<file path="config.mk">
export PLATFORM = sky130hd
export DESIGN_NAME = modbus_rtu_request_framer
export DESIGN_NICKNAME = d
export VERILOG_FILES = /design/src/sv/mrf_pkg.sv /design/src/sv/mrf_frame_seq.sv /design/src/sv/mrf_out_reg.sv /design/src/sv/modbus_rtu_request_framer.sv
export SDC_FILE = /design/constraint.sdc
export NUM_CORES = 1
export LEC_CHECK = 0
export BUFFER_PORTS_ARGS = -buffer_cell sky130_fd_sc_hd__buf_4
export CELL_PAD_IN_SITES_DETAIL_PLACEMENT = 0
export CELL_PAD_IN_SITES_GLOBAL_PLACEMENT = 1
export CORE_AREA = 2 2 94 96
export CTS_CLUSTER_DIAMETER = 50
export DETAILED_ROUTE_END_ITERATION = 10
export DIE_AREA = 0 0 96 98
export PLACE_DENSITY = 0.74
export SETUP_SLACK_MARGIN = 0.05
export SYNTH_ARGS = -nofsm -noshare
export SYNTH_HDL_FRONTEND = slang
export SYNTH_SLANG_ARGS = --single-unit
</file>
<file path="constraint.sdc">
create_clock -name clock -period 3.4 [get_ports clock]
set_input_delay 0.68 -clock clock [delete_from_list [all_inputs] [get_ports clock]]
set_output_delay 0.68 -clock clock [all_outputs]
set_load 0.005 [all_outputs]
</file>
<file path="src/sv/mrf_pkg.sv">
package mrf_pkg;

   localparam int unsigned ByteW     = 8;
   localparam int unsigned CrcW      = 16;
   localparam int unsigned HdrBytes  = 6;
   localparam int unsigned FrameLen  = 8;
   localparam int unsigned HdrW      = HdrBytes * ByteW;
   localparam int unsigned IdxW      = $clog2(FrameLen);

   localparam logic [CrcW-1:0] CrcPoly = 16'hA001;
   localparam logic [CrcW-1:0] CrcInit = 16'hFFFF;

   localparam logic [IdxW-1:0] IdxCrcLo = IdxW'(HdrBytes);
   localparam logic [IdxW-1:0] IdxCrcHi = IdxW'(FrameLen - 1);

   // one frame byte as it travels to the output register
   typedef struct packed {
      logic [ByteW-1:0] frame_byte;
      logic             last_byte;
   } frame_beat_type;

   // reflected CRC-16, one byte folded in, LSB first
   function automatic logic [CrcW-1:0] crc_byte(input logic [CrcW-1:0] crc,
                                                input logic [ByteW-1:0] b);
      logic [CrcW-1:0] c;
      logic            lsb;
      c = crc ^ {{(CrcW-ByteW){1'b0}}, b};
      for (int k = 0; k < ByteW; k++) begin
         lsb = c[0];
         c   = c >> 1;
         if (lsb) begin
            c = c ^ CrcPoly;
         end
      end
      return c;
   endfunction

endpackage

</file>
<file path="src/sv/mrf_frame_seq.sv">
module mrf_frame_seq
   import mrf_pkg::*;
(
   input  logic                clock,
   input  logic                reset,
   input  logic                load,
   input  logic [HdrW-1:0]     hdr,
   input  logic                out_ready,
   output logic                busy,
   output logic                done,
   output frame_beat_type      beat
);

   logic                busy_ff, busy_in;
   logic [IdxW-1:0]     idx_ff, idx_in;
   logic [HdrW-1:0]     hdr_ff, hdr_in;
   logic [CrcW-1:0]     crc_ff, crc_in;
   logic                adv;
   logic                in_hdr;

   assign adv    = busy_ff && out_ready;
   assign in_hdr = (idx_ff < IdxCrcLo);
   assign busy   = busy_ff;
   assign done   = adv && (idx_ff == IdxCrcHi);

   always_comb begin
      if (in_hdr) begin
         beat.frame_byte = hdr_ff[ByteW-1:0];
      end else if (idx_ff == IdxCrcLo) begin
         beat.frame_byte = crc_ff[ByteW-1:0];
      end else begin
         beat.frame_byte = crc_ff[CrcW-1:ByteW];
      end
      beat.last_byte = (idx_ff == IdxCrcHi);
   end

   always_comb begin
      busy_in = busy_ff;
      idx_in  = idx_ff;
      hdr_in  = hdr_ff;
      crc_in  = crc_ff;
      if (adv) begin
         idx_in = idx_ff + 1'b1;
         hdr_in = hdr_ff >> ByteW;
         if (in_hdr) begin
            crc_in = crc_byte(crc_ff, hdr_ff[ByteW-1:0]);
         end
         if (idx_ff == IdxCrcHi) begin
            busy_in = 1'b0;
         end
      end
      if (load) begin
         busy_in = 1'b1;
         idx_in  = '0;
         hdr_in  = hdr;
         crc_in  = CrcInit;
      end
   end

   always_ff @(posedge clock) begin
      if (reset) begin
         busy_ff <= 1'b0;
         idx_ff  <= '0;
      end else begin
         busy_ff <= busy_in;
         idx_ff  <= idx_in;
      end
      hdr_ff <= hdr_in;
      crc_ff <= crc_in;
   end

endmodule

</file>
<file path="src/sv/mrf_out_reg.sv">
module mrf_out_reg
   import mrf_pkg::*;
(
   input  logic            clock,
   input  logic            reset,
   input  logic            in_valid,
   input  frame_beat_type  in_beat,
   output logic            in_ready,
   output logic            out_valid,
   input  logic            out_ready,
   output frame_beat_type  out_beat
);

   logic           valid_ff, valid_in;
   frame_beat_type beat_ff, beat_in;
   logic           take;

   assign in_ready = !valid_ff || out_ready;
   assign take     = in_valid && in_ready;

   always_comb begin
      valid_in = valid_ff;
      beat_in  = beat_ff;
      if (take) begin
         valid_in = 1'b1;
         beat_in  = in_beat;
      end else if (out_ready) begin
         valid_in = 1'b0;
      end
   end

   always_ff @(posedge clock) begin
      if (reset) begin
         valid_ff <= 1'b0;
      end else begin
         valid_ff <= valid_in;
      end
      beat_ff <= beat_in;
   end

   assign out_valid = valid_ff;
   assign out_beat  = beat_ff;

endmodule

</file>
<file path="src/sv/modbus_rtu_request_framer.sv">
// Channel   Dir  Bits  Contents
// req_*     in   48    one request: address, function, register, count/value
// rsp_*     out  8+1   one frame byte per transaction, tlast on CRC high byte
//
// The byte-wide result channel moves one frame byte a cycle while
// rsp_tready is high, and the next request is taken on the cycle the
// eighth byte leaves the sequencer, so frames follow each other with no gap.
// CRC is folded in one byte per cycle as header bytes go out, unless rsp_tready stalls.
// Reset (synchronous) empties sequencer and output register.
// A stalled rsp_tready holds the output register and the sequencer in place.
module modbus_rtu_request_framer
   import mrf_pkg::*;
(
   input  logic        clock,
   input  logic        reset,
   input  logic        req_tvalid,
   output logic        req_tready,
   // [7:0] slave_addr, [15:8] func_code, [31:16] reg_addr, [47:32] count_value
   input  logic [47:0] req_tdata,
   output logic        rsp_tvalid,
   input  logic        rsp_tready,
   // [7:0] frame_byte
   output logic [7:0]  rsp_tdata,
   output logic        rsp_tlast
);

   logic           seq_busy;
   logic           seq_done;
   logic           seq_load;
   logic           out_room;
   logic [HdrW-1:0] hdr;
   frame_beat_type seq_beat;
   frame_beat_type out_beat;

   // header in transmit order, first byte in the low bits
   assign hdr = {req_tdata[39:32], req_tdata[47:40],
                 req_tdata[23:16], req_tdata[31:24],
                 req_tdata[15:8],  req_tdata[7:0]};

   // new request as soon as the sequencer is free or handing off its last byte
   assign req_tready = !seq_busy || seq_done;
   assign seq_load   = req_tvalid && req_tready;

   mrf_frame_seq u_seq (
      .clock     (clock),
      .reset     (reset),
      .load      (seq_load),
      .hdr       (hdr),
      .out_ready (out_room),
      .busy      (seq_busy),
      .done      (seq_done),
      .beat      (seq_beat)
   );

   mrf_out_reg u_out (
      .clock     (clock),
      .reset     (reset),
      .in_valid  (seq_busy),
      .in_beat   (seq_beat),
      .in_ready  (out_room),
      .out_valid (rsp_tvalid),
      .out_ready (rsp_tready),
      .out_beat  (out_beat)
   );

   assign rsp_tdata = out_beat.frame_byte;
   assign rsp_tlast = out_beat.last_byte;

endmodule

</file>
==> results.cfg <==
[run_status]
status = finished, final reports clean

[critical_path]
cp.required_ps = 3430
r2r_cells = 7
end_kind = register
crit_buf_inv = 2
crit_slowest_cell = o21ai_1
cp.depth = 7
rr_startpoint = u_seq.idx_ff[1]
worstSetupStartpoint = u_seq.idx_ff[1]
cp_max_fo = 37
startpoint_type = register
slowest_delay_ps = 630
setup.worst_path.class = register to register
worstPathCellList = ha_1 > ha_1 > inv_1 > o21ai_1 > nand2_2 > nand2_2 > buf_12
cp-endpoint = u_seq.hdr_ff[0]
timing.rr.end = u_seq.hdr_ff[0]
r2r_slack_ps = 480
critPathTopFamily = simple AND/OR/NAND/NOR gates
cp_data_arrival_time_ps = 2950

[floorplan]
fp.dieW_um = 96
top_level_ports = 63
die_h_um = 98
initial_utilization_pct = 40.38
rows = 34
core_um2 = 8466
die-area_um2 = 9408

[route]
vias = 2400
antenna_left = 0
vias_per_cell = 4.715
dr.pass1.iters = 7
drt-initial-drc-count = 99
route.detailed.drc = 0
wl_per_cell_um = 13.18
drt-total-wl_mm = 6.711

[finish]
stdcell_area_um2 = 4227
antenna_cells = 0
syn2layout_area_growth_pct = 23.65
multi_input_area_um2 = 1211
seq_area_um2 = 2132
drive_above_1_share_pct = 20.70
nNetsFinal = 452
fin_util_pct = 49.93
nFillCells = 803

[clock_network]
path_clk_slew_ps = 80
postCtsResizedCells = 0
clock_latency_ps = 340
root_buffer = clkbuf_8
htree_num_levels = 3
cts.sink_count = 78
cts_inserted_buffers = 9
holdBufCountCts = 0
clk_path_buf_depth = 2
post_cts_buffers = 0
cts_tree = built

[pwr]
intPower_mw = 1.923
p_leak_nw = 1.864
p_comb_share_pct = 21.0
p_total_mw = 2.583
clock_power_share_pct = 30.7
seqPwrFrac_pct = 48.3
peakVddDrop_uv = 203.2
p_switching_uw = 660.6
switching_share_pct = 25.57
power_density_nw_per_um2 = 611.2

[synth]
ys_top_cells_by_count = nand2_1 (145), edfxtp_1 (57), dfxtp_1 (21), xnor2_1 (16), clkbuf_1 (15)
syn_avg_cell_area_um2 = 10.14
syn-cell-area_um2 = 3418
synthTopCellsByArea = edfxtp_1 (50%), nand2_1 (16%), dfxtp_1 (12%)
synth_cells = 337
synth_ff_type = edfxtp_1
syn_nets = 392
synth_top_area_share_pct = 50.07
yosysSeqAreaShare_pct = 62.37
synth_top_cell_by_area = edfxtp_1
synth_edf_count = 57
yosys_warnings = 0
synth-seq-cells = 78
yosysMostFrequentCell = nand2_1
synthDistinctLibCells = 26
synthArstFlopShare_pct = 0

[place]
placed_area_um2 = 4001
hpwlAfterDp_mm = 4.492
port_buffers = 62
gp_congestion = 0.7644
place_ws_ps = 410.7

[timing]
final.period_utilization_pct = 86.00
skew_ps = 8.362
fin_crit_ps = 2924
tns_ps = 0
slew_headroom_pct = 46.03
setup_slack_ps = 476.0
hold_violations = 0
worst_slew_pin_slew_ps = 804.1
rsz0062_at_grt = no
fmax_mhz = 342.0
maxSlewViolCount = 0
setup_viol = 0

[global_routing]
gr-total-overflow = 0
grt_pass1_wl_mm = 11.21
grt_pass1_vias = 2379
grt_max_degree = 46
antenna_found_initial = 0
grt_util_all_layers_pct = 15.58

[min_path]
holdPathStages = 2
hold_class = register to register

[run]
cap_viol_max_count = 0
==> worst min-delay path by stage <==
| stage | startpoint | endpoint | slack, ps |
|---|---|---|---|
| floorplan | u_seq.crc_ff[11] | u_seq.crc_ff[3] | 460 |
| global placement | u_seq.crc_ff[12] | u_seq.crc_ff[4] | 480 |
| detailed placement | u_seq.crc_ff[13] | u_seq.crc_ff[5] | 480 |
| CTS | u_seq.crc_ff[13] | u_seq.crc_ff[5] | 490 |
| global route | reset | u_seq.busy | 510 |
| finish | u_seq.crc_ff[13] | u_seq.crc_ff[5] | 480 |
==> state kept, by name, indices dropped and copies added, names as in the netlist <==
name / cells
u_seq.hdr_ff: 48
u_seq.crc_ff: 16
u_out.out_beat: 9
u_seq.idx_ff: 3
u_out.out_valid: 1
u_seq.busy: 1
==> kinds of logic after synthesis <==
kind of cell | count (synthesis) | share of synthesized area (%)
AO/OA/AOI/OAI | 23 | 3.953
XOR/XNOR | 21 | 6.076
adder cells (fa/ha/maj) | 3 | 1.098
buffers and inverters | 21 | 2.342
flip-flops | 78 | 62.37
multiplexers | 9 | 2.636
AND/OR/NAND/NOR | 182 | 21.52
==> routing by layer <==
metal	global-route usage, %	vias to the layer above	wire length, um
met1	22.37	1099	3119
li1	-	1238	-
met3	4.707	2	384
met4	6.593	0	39
met5	0	-	0
met2	21.74	61	3167
==> metrics by stage <==
step | std cells | hold slack, ps
2_1_floorplan | 337 | 460.1
3_3_place_gp | 494 | 476.1
3_5_place_dp | 494 | 481.7
4_1_cts | 509 | 489.2
5_1_grt | 509 | 509.7
6_report | 509 | 482.9
==> tightest hold or removal path, stage by stage, from the launching register on <==
cell     delay [ps]
dfxtp_1         330
nand2_1          60
nand3_1          60
==> cell type report <==
cell class              count  area share, %
clock inverters             6          2.398
repair buffers             66          12.02
well taps                 108          3.197
clock buffers               9          2.931
flip-flops and latches     78          50.44
inverters                   4         0.3552
multi-input cells         238          28.66
==> power groups by stage <==
stage | logic (mW) | clock network (mW) | registers, mW
2_1_floorplan | 0.406 | 0 | 1.25
3_3_place_gp | 0.542 | 0 | 1.26
3_5_place_dp | 0.546 | 0 | 1.27
4_1_cts | 0.551 | 0.815 | 1.25
5_1_grt | 0.615 | 0.848 | 1.26
6_report | 0.543 | 0.792 | 1.25
==> placed cells by master, fill, tap and decap left out <==
| cell | Yosys | layout |
|---|---|---|
| nand2b_1 | 1 | 1 |
| o21ai_1 | 2 | 2 |
| nor2b_1 | 1 | 1 |
| xnor2_1 | 16 | 16 |
| buf_12 | 0 | 1 |
| xnor2_2 | 1 | 1 |
| buf_4 | 0 | 65 |
| ha_1 | 3 | 3 |
| nand2_2 | 0 | 2 |
| bufinv_16 | 0 | 3 |
| nor2_1 | 13 | 13 |
| a21oi_1 | 13 | 13 |
| nor2_2 | 1 | 1 |
| inv_1 | 4 | 4 |
| and3_1 | 8 | 8 |
| clkinv_1 | 0 | 3 |
| nor3_1 | 3 | 3 |
| and2_1 | 2 | 2 |
| nand3b_1 | 2 | 2 |
| mux2i_1 | 9 | 9 |
| nand3_1 | 5 | 5 |
| xor2_1 | 3 | 3 |
| edfxtp_1 | 57 | 57 |
| o211ai_1 | 8 | 8 |
| dfxtp_1 | 21 | 21 |
| nand2_1 | 145 | 143 |
| clkbuf_8 | 0 | 9 |
| xor3_2 | 1 | 1 |
| nand4_1 | 1 | 1 |
(Power assumes the default switching activity.)
